File: src/hw/rtl/mds_pkg.sv
// Shared types and constants for the multi-dimensional index stepper.
package mds_pkg;

    localparam int DIGIT_W     = 17;
    localparam int EXTENT_W    = 16;
    localparam int NUM_EXT_REG = 4;
    localparam int NUM_OUT_DIG = 4;
    localparam int CFG_IDX_W   = 3;
    localparam int DIMS_W      = 3;
    localparam int SEL_W       = 2;
    localparam int S_TDATA_W   = 24;
    localparam int S_TUSER_W   = 8;
    localparam int M_TDATA_W   = 72;
    localparam int M_TUSER_W   = 8;

    typedef enum logic [1:0] {
        KIND_LOAD   = 2'd0,
        KIND_NEXT   = 2'd1,
        KIND_NONDEC = 2'd2,
        KIND_PREV   = 2'd3
    } t_kind;

    typedef enum logic [CFG_IDX_W-1:0] {
        CFG_DIMS  = 3'd0,
        CFG_EXT_0 = 3'd1,
        CFG_EXT_1 = 3'd2,
        CFG_EXT_2 = 3'd3,
        CFG_EXT_3 = 3'd4
    } t_cfg_idx;

    typedef logic signed [DIGIT_W-1:0] t_digit;

    // Per-cell control for one item.
    typedef struct packed {
        t_kind kind;
        logic  active;   // cell is within the dimensions in use
        logic  last;     // fastest active dimension
        logic  load_en;  // this cell is the load target
    } t_cell_ctrl;

    typedef struct packed {
        logic                        stepped;
        logic                        in_range;
        logic [NUM_OUT_DIG-1:0][DIGIT_W-1:0] digits;
    } t_result;

endpackage

File: src/hw/rtl/mds_cell.sv
// One digit cell: holds a digit, takes a carry from the faster neighbor, a fill from the slower.
module mds_cell
    import mds_pkg::*;
(
    input  logic                i_clk,
    input  logic                i_rst_n,
    input  logic                i_accept,
    input  t_cell_ctrl          i_ctrl,
    input  logic [EXTENT_W-1:0] i_extent,
    input  t_digit              i_load_value,
    input  logic                i_carry,      // all faster active digits are at their limit
    input  t_digit              i_fill,       // incremented value from a slower digit
    input  logic                i_end,        // carry ran out of the slowest digit
    output logic                o_carry,
    output t_digit              o_fill,
    output t_digit              o_next,
    output logic                o_range_ok
);

    t_digit             r_digit;
    t_digit             n_digit;
    logic signed [17:0] d18;
    logic signed [17:0] ext18;
    logic signed [17:0] lim18;
    logic               inc_ok;
    logic               dec_ok;
    logic               take;
    logic               is_step;
    t_digit             d_inc;
    t_digit             d_dec;
    t_digit             ext_m1;
    t_digit             ext17;

    always_comb begin
        d18     = {r_digit[DIGIT_W-1], r_digit};
        ext18   = $signed({2'b00, i_extent});
        lim18   = ext18 - 18'sd1;
        inc_ok  = d18 < lim18;
        dec_ok  = d18 >= 18'sd1;
        d_inc   = r_digit + 17'sd1;
        d_dec   = r_digit - 17'sd1;
        ext_m1  = lim18[DIGIT_W-1:0];
        ext17   = $signed({1'b0, i_extent});
        is_step = (i_ctrl.kind != KIND_LOAD);
        take    = (i_ctrl.kind == KIND_PREV) ? dec_ok : inc_ok;

        o_carry = i_ctrl.active ? (i_carry && !take) : i_carry;
        o_fill  = (i_ctrl.active && i_carry && take) ? d_inc : i_fill;

        n_digit = r_digit;
        if (i_ctrl.load_en) begin
            n_digit = i_load_value;
        end else if (is_step && i_ctrl.active) begin
            if (i_end) begin
                if (i_ctrl.kind == KIND_PREV) begin
                    n_digit = i_ctrl.last ? -17'sd1 : 17'sd0;
                end else begin
                    n_digit = i_ctrl.last ? ext17 : ext_m1;
                end
            end else if (i_carry && take) begin
                n_digit = (i_ctrl.kind == KIND_PREV) ? d_dec : d_inc;
            end else if (i_carry) begin
                case (i_ctrl.kind)
                    KIND_NONDEC: n_digit = i_fill;
                    KIND_PREV:   n_digit = ext_m1;
                    default:     n_digit = 17'sd0;
                endcase
            end
        end

        o_next = n_digit;
        if (i_ctrl.active) begin
            o_range_ok = !n_digit[DIGIT_W-1] && (n_digit[EXTENT_W-1:0] < i_extent);
        end else begin
            o_range_ok = (n_digit == 17'sd0);
        end
    end

    always_ff @(posedge i_clk) begin
        if (!i_rst_n) begin
            r_digit <= 17'sd0;
        end else if (i_accept) begin
            r_digit <= n_digit;
        end
    end

endmodule

File: src/hw/rtl/mds_out_buf.sv
// Two-entry output buffer (main plus skid) between the cell row and the result stream.
module mds_out_buf
    import mds_pkg::*;
(
    input  logic    i_clk,
    input  logic    i_rst_n,
    input  logic    i_push,
    input  t_result i_result,
    output logic    o_ready,
    output logic    o_valid,
    input  logic    i_pop_ready,
    output t_result o_result
);

    logic    r_main_v;
    logic    r_skid_v;
    t_result r_main;
    t_result r_skid;
    logic    pop;

    assign pop      = r_main_v && i_pop_ready;
    assign o_ready  = !r_skid_v;
    assign o_valid  = r_main_v;
    assign o_result = r_main;

    always_ff @(posedge i_clk) begin
        if (!i_rst_n) begin
            r_main_v <= 1'b0;
            r_skid_v <= 1'b0;
        end else if (pop || !r_main_v) begin
            if (r_skid_v) begin
                r_main_v <= 1'b1;
                r_skid_v <= 1'b0;
            end else begin
                r_main_v <= i_push;
            end
        end else if (i_push) begin
            r_skid_v <= 1'b1;
        end
    end

    always_ff @(posedge i_clk) begin
        if (pop || !r_main_v) begin
            r_main <= r_skid_v ? r_skid : i_result;
        end else if (i_push) begin
            r_skid <= i_result;
        end
    end

endmodule

File: src/hw/rtl/multi_dim_index_stepper.sv
// Multi-dimensional index stepper: a row of digit cells with ripple carry and fill chains.
// Each result is registered in the output buffer (main or skid entry) before it is offered.
// One item per cycle while the skid entry is empty; the carry and fill chains are combinational.
// Two-entry output buffer keeps input flowing while a result waits.
// Reset (sync, active low): digits zero, dims_in_use 1, every extent 1, buffer empty.
module multi_dim_index_stepper
    import mds_pkg::*;
#(
    parameter int MAX_DIMS = 4
) (
    input  logic                 i_clk,
    input  logic                 i_rst_n,
    // tdata: load_value[16:0], zero pad [23:17]
    input  logic [S_TDATA_W-1:0] i_s_tdata,
    // tuser: kind[1:0], digit_select[3:2], zero pad [7:4]
    input  logic [S_TUSER_W-1:0] i_s_tuser,
    input  logic                 i_s_tvalid,
    output logic                 o_s_tready,
    // tdata: digit_out_0[16:0], digit_out_1[33:17], digit_out_2[50:34],
    //        digit_out_3[67:51], zero pad [71:68]
    output logic [M_TDATA_W-1:0] o_m_tdata,
    // tuser: stepped[0], in_range[1], zero pad [7:2]
    output logic [M_TUSER_W-1:0] o_m_tuser,
    output logic                 o_m_tvalid,
    input  logic                 i_m_tready,
    input  logic                 i_cfg_valid,
    output logic                 o_cfg_ready,
    input  logic [CFG_IDX_W-1:0] i_cfg_index,
    input  logic [EXTENT_W-1:0]  i_cfg_data
);

    localparam int Q_W = $clog2(MAX_DIMS + 1);

    logic [DIMS_W-1:0]   r_dims;
    logic [EXTENT_W-1:0] r_extent [NUM_EXT_REG];

    logic                accept;
    t_kind               kind;
    logic [SEL_W-1:0]    sel;
    t_digit              load_value;
    logic [Q_W-1:0]      q;
    logic                carry [MAX_DIMS+1];
    t_digit              fill  [MAX_DIMS+1];
    t_digit              next_digit [MAX_DIMS];
    logic [MAX_DIMS-1:0] range_ok;
    t_result             result;
    t_result             out_result;

    assign accept      = i_s_tvalid && o_s_tready;
    assign kind        = t_kind'(i_s_tuser[1:0]);
    assign sel         = i_s_tuser[2 +: SEL_W];
    assign load_value  = $signed(i_s_tdata[DIGIT_W-1:0]);
    assign o_cfg_ready = 1'b1;

    // dims_in_use above MAX_DIMS acts as MAX_DIMS
    always_comb begin
        if (int'(r_dims) > MAX_DIMS) begin
            q = Q_W'(MAX_DIMS);
        end else begin
            q = Q_W'(r_dims);
        end
    end

    always_ff @(posedge i_clk) begin
        if (!i_rst_n) begin
            r_dims <= DIMS_W'(1);
            for (int i = 0; i < NUM_EXT_REG; i++) begin
                r_extent[i] <= EXTENT_W'(1);
            end
        end else if (i_cfg_valid && o_cfg_ready) begin
            unique case (i_cfg_index)
                CFG_DIMS:  r_dims      <= i_cfg_data[DIMS_W-1:0];
                CFG_EXT_0: r_extent[0] <= i_cfg_data;
                CFG_EXT_1: r_extent[1] <= i_cfg_data;
                CFG_EXT_2: r_extent[2] <= i_cfg_data;
                CFG_EXT_3: r_extent[3] <= i_cfg_data;
                default: ;
            endcase
        end
    end

    // carry enters at the fastest cell, fill enters at the slowest
    assign carry[MAX_DIMS] = 1'b1;
    assign fill[0]         = 17'sd0;

    generate
        for (genvar n = 0; n < MAX_DIMS; n++) begin : g_cell
            t_cell_ctrl          ctrl;
            logic [EXTENT_W-1:0] extent;

            assign ctrl.kind    = kind;
            assign ctrl.active  = (n < int'(q));
            assign ctrl.last    = ((n + 1) == int'(q));
            assign ctrl.load_en = (kind == KIND_LOAD) && (int'(sel) == n);

            if (n < NUM_EXT_REG) begin : g_ext
                assign extent = r_extent[n];
            end else begin : g_fixed
                assign extent = EXTENT_W'(1);
            end

            mds_cell u_cell (
                .i_clk        (i_clk),
                .i_rst_n      (i_rst_n),
                .i_accept     (accept),
                .i_ctrl       (ctrl),
                .i_extent     (extent),
                .i_load_value (load_value),
                .i_carry      (carry[n+1]),
                .i_fill       (fill[n]),
                .i_end        (carry[0]),
                .o_carry      (carry[n]),
                .o_fill       (fill[n+1]),
                .o_next       (next_digit[n]),
                .o_range_ok   (range_ok[n])
            );
        end

        for (genvar k = 0; k < NUM_OUT_DIG; k++) begin : g_out
            if (k < MAX_DIMS) begin : g_dig
                assign result.digits[k] = next_digit[k];
            end else begin : g_zero
                assign result.digits[k] = '0;
            end
        end
    endgenerate

    assign result.stepped  = (kind != KIND_LOAD) && (q != '0) && !carry[0];
    assign result.in_range = &range_ok;

    mds_out_buf u_out_buf (
        .i_clk       (i_clk),
        .i_rst_n     (i_rst_n),
        .i_push      (accept),
        .i_result    (result),
        .o_ready     (o_s_tready),
        .o_valid     (o_m_tvalid),
        .i_pop_ready (i_m_tready),
        .o_result    (out_result)
    );

    assign o_m_tdata = {{(M_TDATA_W - NUM_OUT_DIG*DIGIT_W){1'b0}}, out_result.digits};
    assign o_m_tuser = {{(M_TUSER_W - 2){1'b0}}, out_result.in_range, out_result.stepped};

endmodule

File: config.mk
export PLATFORM = sky130hd
export DESIGN_NAME = multi_dim_index_stepper
export DESIGN_NICKNAME = d
export VERILOG_FILES = /design/src/hw/rtl/mds_pkg.sv /design/src/hw/rtl/mds_cell.sv /design/src/hw/rtl/mds_out_buf.sv /design/src/hw/rtl/multi_dim_index_stepper.sv
export SDC_FILE = /design/constraint.sdc
export NUM_CORES = 1
export LEC_CHECK = 0
export BUFFER_PORTS_ARGS = -buffer_cell sky130_fd_sc_hd__buf_2
export CAP_MARGIN = 20
export CORE_MARGIN = 3
export CORE_UTILIZATION = 40
export CTS_CLUSTER_SIZE = 40
export DETAILED_ROUTE_END_ITERATION = 12
export MAX_ROUTING_LAYER = met4
export PLACE_DENSITY = 0.61
export SLEW_MARGIN = 20
export SYNTH_ARGS = -nofsm -noshare
export SYNTH_HDL_FRONTEND = slang
export SYNTH_SLANG_ARGS = --single-unit
File: constraint.sdc
create_clock -name i_clk -period 9.2 [get_ports i_clk]
set_input_delay 0.46 -clock i_clk [delete_from_list [all_inputs] [get_ports i_clk]]
set_output_delay 0.46 -clock i_clk [all_outputs]
set_load 0.05 [all_outputs]
# ---- Word level (Yosys, flattened, before mapping)
# Memories as Yosys holds them, arrays and structs flattened.
# Cells that the tools add are included.
dict set report totals {
  output_inout_bits 83
  latchBits 0
  elab_cells 199
  memories 1
  reg_bits 213
  romBits 0
  ramBits 64
}
# name words width read_ports rd_ports_with_merged_regs write_ports line
set memory_table {}
lappend memory_table {r_extent 4 16 4 0 4 multi_dim_index_stepper.sv:35} ;# logic [EXTENT_W-1:0] r_extent [NUM_EXT_REG];
dict set report classes {
  eq_ne 13
  bitwise_logic 6
  n_lt_le_gt_ge 17
  multipliers 0
  shifts 0
  reduce_logical 53
  muxes 78
  n_addsub 12
  n_div 0
}
# operator n
set op_table {}
lappend op_table {{two-way mux 17 bit} 39}
lappend op_table {{one-hot mux 17 bit (2 select lines)} 3}
lappend op_table {{two-way mux 70 bit} 1}
lappend op_table {{adder 17 x 2 -> 17 bit, second input constant} 4}
lappend op_table {{>= comparator 17 x 2 -> 1 bit, second input constant} 4}
lappend op_table {{zero test 17 bit} 4}
lappend op_table {{< comparator 17 bit} 4}
lappend op_table {{subtractor 16 x 1 -> 17 bit, second input constant} 4}
lappend op_table {{subtractor 17 x 2 -> 17 bit, second input constant} 4}
lappend op_table {{< comparator 16 bit} 4}
lappend op_table {{two-way mux 16 bit} 4}
lappend op_table {{two-way mux 1 bit} 30}
lappend op_table {{logical AND 1 bit} 28}
lappend op_table {{zero test 1 bit} 11}
lappend op_table {{equality test 3 bit, first input constant} 3}
lappend op_table {{equality test 2 bit, second input constant} 4}
lappend op_table {{equality test 3 x 2 -> 1 bit, second input constant} 2}
lappend op_table {{< comparator 1 x 3 -> 1 bit, first input constant} 2}
lappend op_table {{< comparator 2 x 3 -> 1 bit, first input constant} 2}
lappend op_table {{zero test 2 bit} 2}
lappend op_table {{bitwise OR 1 bit} 4}
lappend op_table {{AND reduction 2 bit} 2}
lappend op_table {{AND reduction 4 bit} 1}
lappend op_table {{equality test 2 x 3 -> 1 bit, first input constant} 1}
lappend op_table {{11 further kinds} 12}

# ---- Longest topological paths before layout
# An unclocked memory read counts as a cell.
dict set report logic_depth {
  depth_word 25
  mapped_depth 35
  depth_no_buf 31
}

# ---- Hierarchy
# Synthesis repeated with hierarchy kept, for this count alone.
dict set report hier_totals {
  hier_cells 3075
  area_unflattened_um2 25918.6
}
# mod n_inst area_each_um2 cells_each seq_area_each_um2
set by_module_without_submodules {}
lappend by_module_without_submodules {{mds_cell at g_cell[1].u_cell ...} 2 4555.6 682 340.3}
lappend by_module_without_submodules {mds_out_buf 1 5482.8 227 4244.1}
lappend by_module_without_submodules {{mds_cell at g_cell[0].u_cell} 1 4305.4 651 340.3}
lappend by_module_without_submodules {{mds_cell at g_cell[3].u_cell} 1 4225.3 622 340.3}
lappend by_module_without_submodules {multi_dim_index_stepper 1 2793.9 211 1981.9}

# ---- Worst setup path after synthesis
# Ideal clock, no wire load.
dict set report synth_path {
  path_kind {register -> register}
  start {mem r_extent[2][0]}
  end {reg u_out_buf.r_main (netlist bit u_out_buf.o_result[68]), data pin}
  t_required_ns 9.035
  path_slack_ns 2.323
  arrival_time_ns 6.712
  setup_time_ns 0.165
  synth_period_minus_slack_ns 6.877
  path_stages_with_launch 34
  path_cell_list {edfxtp_1 inv_1 ha_1 or4b_2 nor3_1 nand3_1 nor3_1 inv_1 ha_1 nand4_1 o21bai_1 a211oi_1 a2111oi_2 a211oi_4 buf_6 a31oi_1 clkbuf_1 o221ai_1 nand3_1 a21oi_1 ha_1 a21o_1 a21o_1 a21o_1 a21oi_1 nor2b_1 o21ai_0 nand2b_1 a21oi_1 o22ai_1 nor3_1 nand3_1 or4_1 o31ai_2}
}
# item line
set synth_rtl {}
lappend synth_rtl {{start: declaration} multi_dim_index_stepper.sv:35}
lappend synth_rtl {{end signal: assignment} mds_out_buf.sv:44} ;# r_main <= r_skid_v ? r_skid : i_result;
lappend synth_rtl {{end: declaration} mds_out_buf.sv:17} ;# t_result r_main;

==> results.yml <==
clock_network:
  cts-resized-gates: 0
  post_cts_buffers: 0
  cts_sinks: 277
  clkTransAtPathRegs_ps: 60
  cts_tree: "built"
  cts_buffers: 34
  cts_max_path_buffers: 3
  clock_latency_ps: 580
  cts_root_buf: "clkbuf_16"
  cts_hold_buf: 0
  htreeDepth: 2
setup_path:
  worstReg2RegEnd: "u_out_buf.o_result[68]"
  cp_max_fo: 9
  cp.arrival_ps: 9030
  r2r_cells: 30
  rrSetupSlack_ps: 560
  critPathRequiredTime_ps: 9590
  crit_slowest_cell: "or4b_2"
  worstReg2RegStart: "r_extent[2][0]"
  crit_path_end: "u_out_buf.o_result[68]"
  worstSetupStartpointType: "flop"
  crit_start: "r_extent[2][0]"
  max_stage_delay_ps: 660
  critPathKind: "reg2reg"
  cp-end-kind: "flop"
pwr:
  power_frac_comb: 0.361
  power.internal_mw: 2.77
  ir_worst_vdd_mv: 0.147
  p_seq_frac: 0.342
  p_per_area_nw_per_um2: 185
  swShare: 0.407
  p_clk_frac: 0.297
  p_leak_nw: 9.81
  p_switching_mw: 1.90
sta:
  post-route-period-util: 0.939
  slew_violations: 0
  hold_viol: 0
  finalSetupTns_ps: 0
  fmax_ghz: 0.116
  setup_viol: 0
  finalCriticalPeriod_ps: 8640
  slew_headroom: 0.167
  tightest_slew_ps: 1240
  worst_slack_ps: 562
  clock-skew-final_ps: 36.4
  rsz0062_at_grt: "false"
floorplanning:
  die_w_um: 244
  die_y_um: 244
  start_util: 0.408
  fp.coreArea_um2: 55500
  die-area_um2: 59500
  num_io_pins: 139
  std_cell_rows: 86
placement:
  pre_cts_ws_ps: 730
  hpwl_um: 83300
  dpl_cell_area_um2: 24200
  routabilityCongestion: 1.01
  io_buffers: 116
global_route:
  grt_pass1_vias: 21600
  antenna_found_initial: 6
  grt_overflow: 0
  grt_use_total: 0.378
  grt_pass1_wl_um: 159000
  grt_max_degree: 71
logic_synthesis:
  ys_warn_count: 0
  synth.ff_latch_count: 277
  syn_inst: 2738
  synth_edf_count: 204
  syn-cell-area_um2: 22600
  synth_top_area_cell: "edfxtp_1"
  yosys.cell_types.count: 97
  synth_ff_type: "edfxtp_1"
  synth.top_cell.area_share: 0.271
  ys_seq_area_frac: 0.335
  synth.area.top_cells: "edfxtp_1 27%, ha_1 7.7%, dfxtp_1 6.5%, nand2_1 4.7%, nor2_1 4.4%"
  avgSynthCellArea_um2: 8.27
  async_reset_ff_frac: 0
drt:
  viasPerCell: 6.56
  ant_nets: 0
  wirelength_um: 112000
  dr.pass1.iters: 5
  wl_per_cell_um: 31.3
  first_iter_violations: 3421
  route.detailed.drc: 0
  vias: 23500
outcome:
  status: "finished clean"
hold_path:
  hold_path_class: "in2reg"
layout:
  fin_area_um2: 25300
  layout_common_cells: "280 x nand2_1, 264 x nor2_1, 204 x edfxtp_1"
  drive_above_1_share: 0.139
  n_fill_cell: 5561
  fin_nets: 2991
  layout_commonest_cell: "nand2_1"
  area_growth_pct: 11.9
job:
  max_cap_viol_count: 0
power groups by stage:
stage	registers [mW]	clock network, mW	logic, mW
after global routing	1.61	1.47	1.77
after detailed placement	1.62	0	1.63
final	1.60	1.39	1.69
after floorplan	1.74	0	0.858
after CTS	1.60	1.41	1.64
after global placement	1.62	0	1.62
per-layer routing:
| layer | vias up | track usage | part of all wire |
|---|---|---|---|
| met5 | - | - | 0 |
| met4 | 0 | 0.165 | 0.055 |
| met3 | 316 | 0.0873 | 0.10 |
| met2 | 1476 | 0.520 | 0.41 |
| met1 | 11400 | 0.527 | 0.44 |
| li1 | 10300 | - | - |
worst min path at each step:
stage	from	cells after the start	to	slack [ps]
2_1_floorplan	u_out_buf.r_skid[16]	2	u_out_buf.o_result[16]	490
3_3_place_gp	u_out_buf.r_skid[2]	2	u_out_buf.o_result[2]	500
3_5_place_dp	u_out_buf.r_skid[5]	2	u_out_buf.o_result[5]	500
4_1_cts	i_rst_n	2	r_dims[0]	130
5_1_grt	i_rst_n	2	r_dims[0]	160
6_report	i_rst_n	2	r_dims[0]	160
through the flow:
stage               instances  power, mW  hold slack, ps   util
floorplan                2747       2.60             487      -
global placement         3507       3.24             496  0.435
detailed placement       3507       3.26             497  0.435
CTS                      3569       4.65             129  0.456
global route             3572       4.85             156  0.456
finish                   3575       4.68             161  0.456
cell type report:
class	instances	area, um^2	area share
Tap cell	748	936	0.0370
Timing Repair Buffer	217	1350	0.0534
Multi-Input combinational cell	2165	13900	0.550
Sequential cell	277	7590	0.300
Clock inverter	20	228	0.00899
Inverter	100	375	0.0148
Clock buffer	42	911	0.0360
Antenna cell	6	15.0	0.000593
synthesized netlist by cell type (12+ instances only):
| cell type | number |
|---|---|
| a211oi_1 | 38 |
| a21o_1 | 24 |
| a21oi_1 | 195 |
| a22oi_1 | 12 |
| a31oi_1 | 34 |
| and2_1 | 68 |
| and3_1 | 28 |
| buf_1 | 15 |
| buf_4 | 13 |
| clkbuf_1 | 163 |
| dfxtp_1 | 73 |
| edfxtp_1 | 204 |
| ha_1 | 140 |
| inv_1 | 98 |
| mux2_2 | 54 |
| mux2i_1 | 13 |
| nand2_1 | 282 |
| nand2b_1 | 20 |
| nand3_1 | 92 |
| nand4_1 | 49 |
| nor2_1 | 266 |
| nor2b_1 | 14 |
| nor3_1 | 111 |
| nor4_1 | 39 |
| o2111ai_1 | 12 |
| o211ai_1 | 22 |
| o21ai_0 | 152 |
| o21ai_1 | 12 |
| o221ai_1 | 18 |
| o22ai_1 | 32 |
| o31a_1 | 14 |
| o31ai_1 | 21 |
| o32ai_1 | 16 |
| or3_1 | 36 |
| or4_1 | 20 |
| xnor2_1 | 92 |
| xor2_1 | 29 |
registers in the layout (all words and copies together), names as in the netlist:
signal                 flops
u_out_buf.r_skid_v         1
g_cell.u_cell.r_digit     68
u_out_buf.r_skid          70
u_out_buf.o_result        70
u_out_buf.o_valid          1
r_dims                     3
r_extent                  64
logic make-up (layout without fill, tap and decap cells):
logic type	after synthesis	after routing	synth area share
simple gates	1076	1076	0.232
xor+xnor	121	121	0.0468
buf+inv	305	379	0.0546
flops	277	277	0.335
fa+ha+maj	140	140	0.0774
compound gates	750	750	0.221
mux	67	67	0.0326
other cells	2	17	0.000332
critical path, delay by kind of cell, from the launching register on:
kind / cells / cell delay [ps]
adders and majority gates: 3 / 980
buffers and inverters: 2 / 230
AOI/OAI and AO/OA: 12 / 3290
and+or+nand+nor: 13 / 3440
DFF: 1 / 490
(Power assumes the default switching activity.)
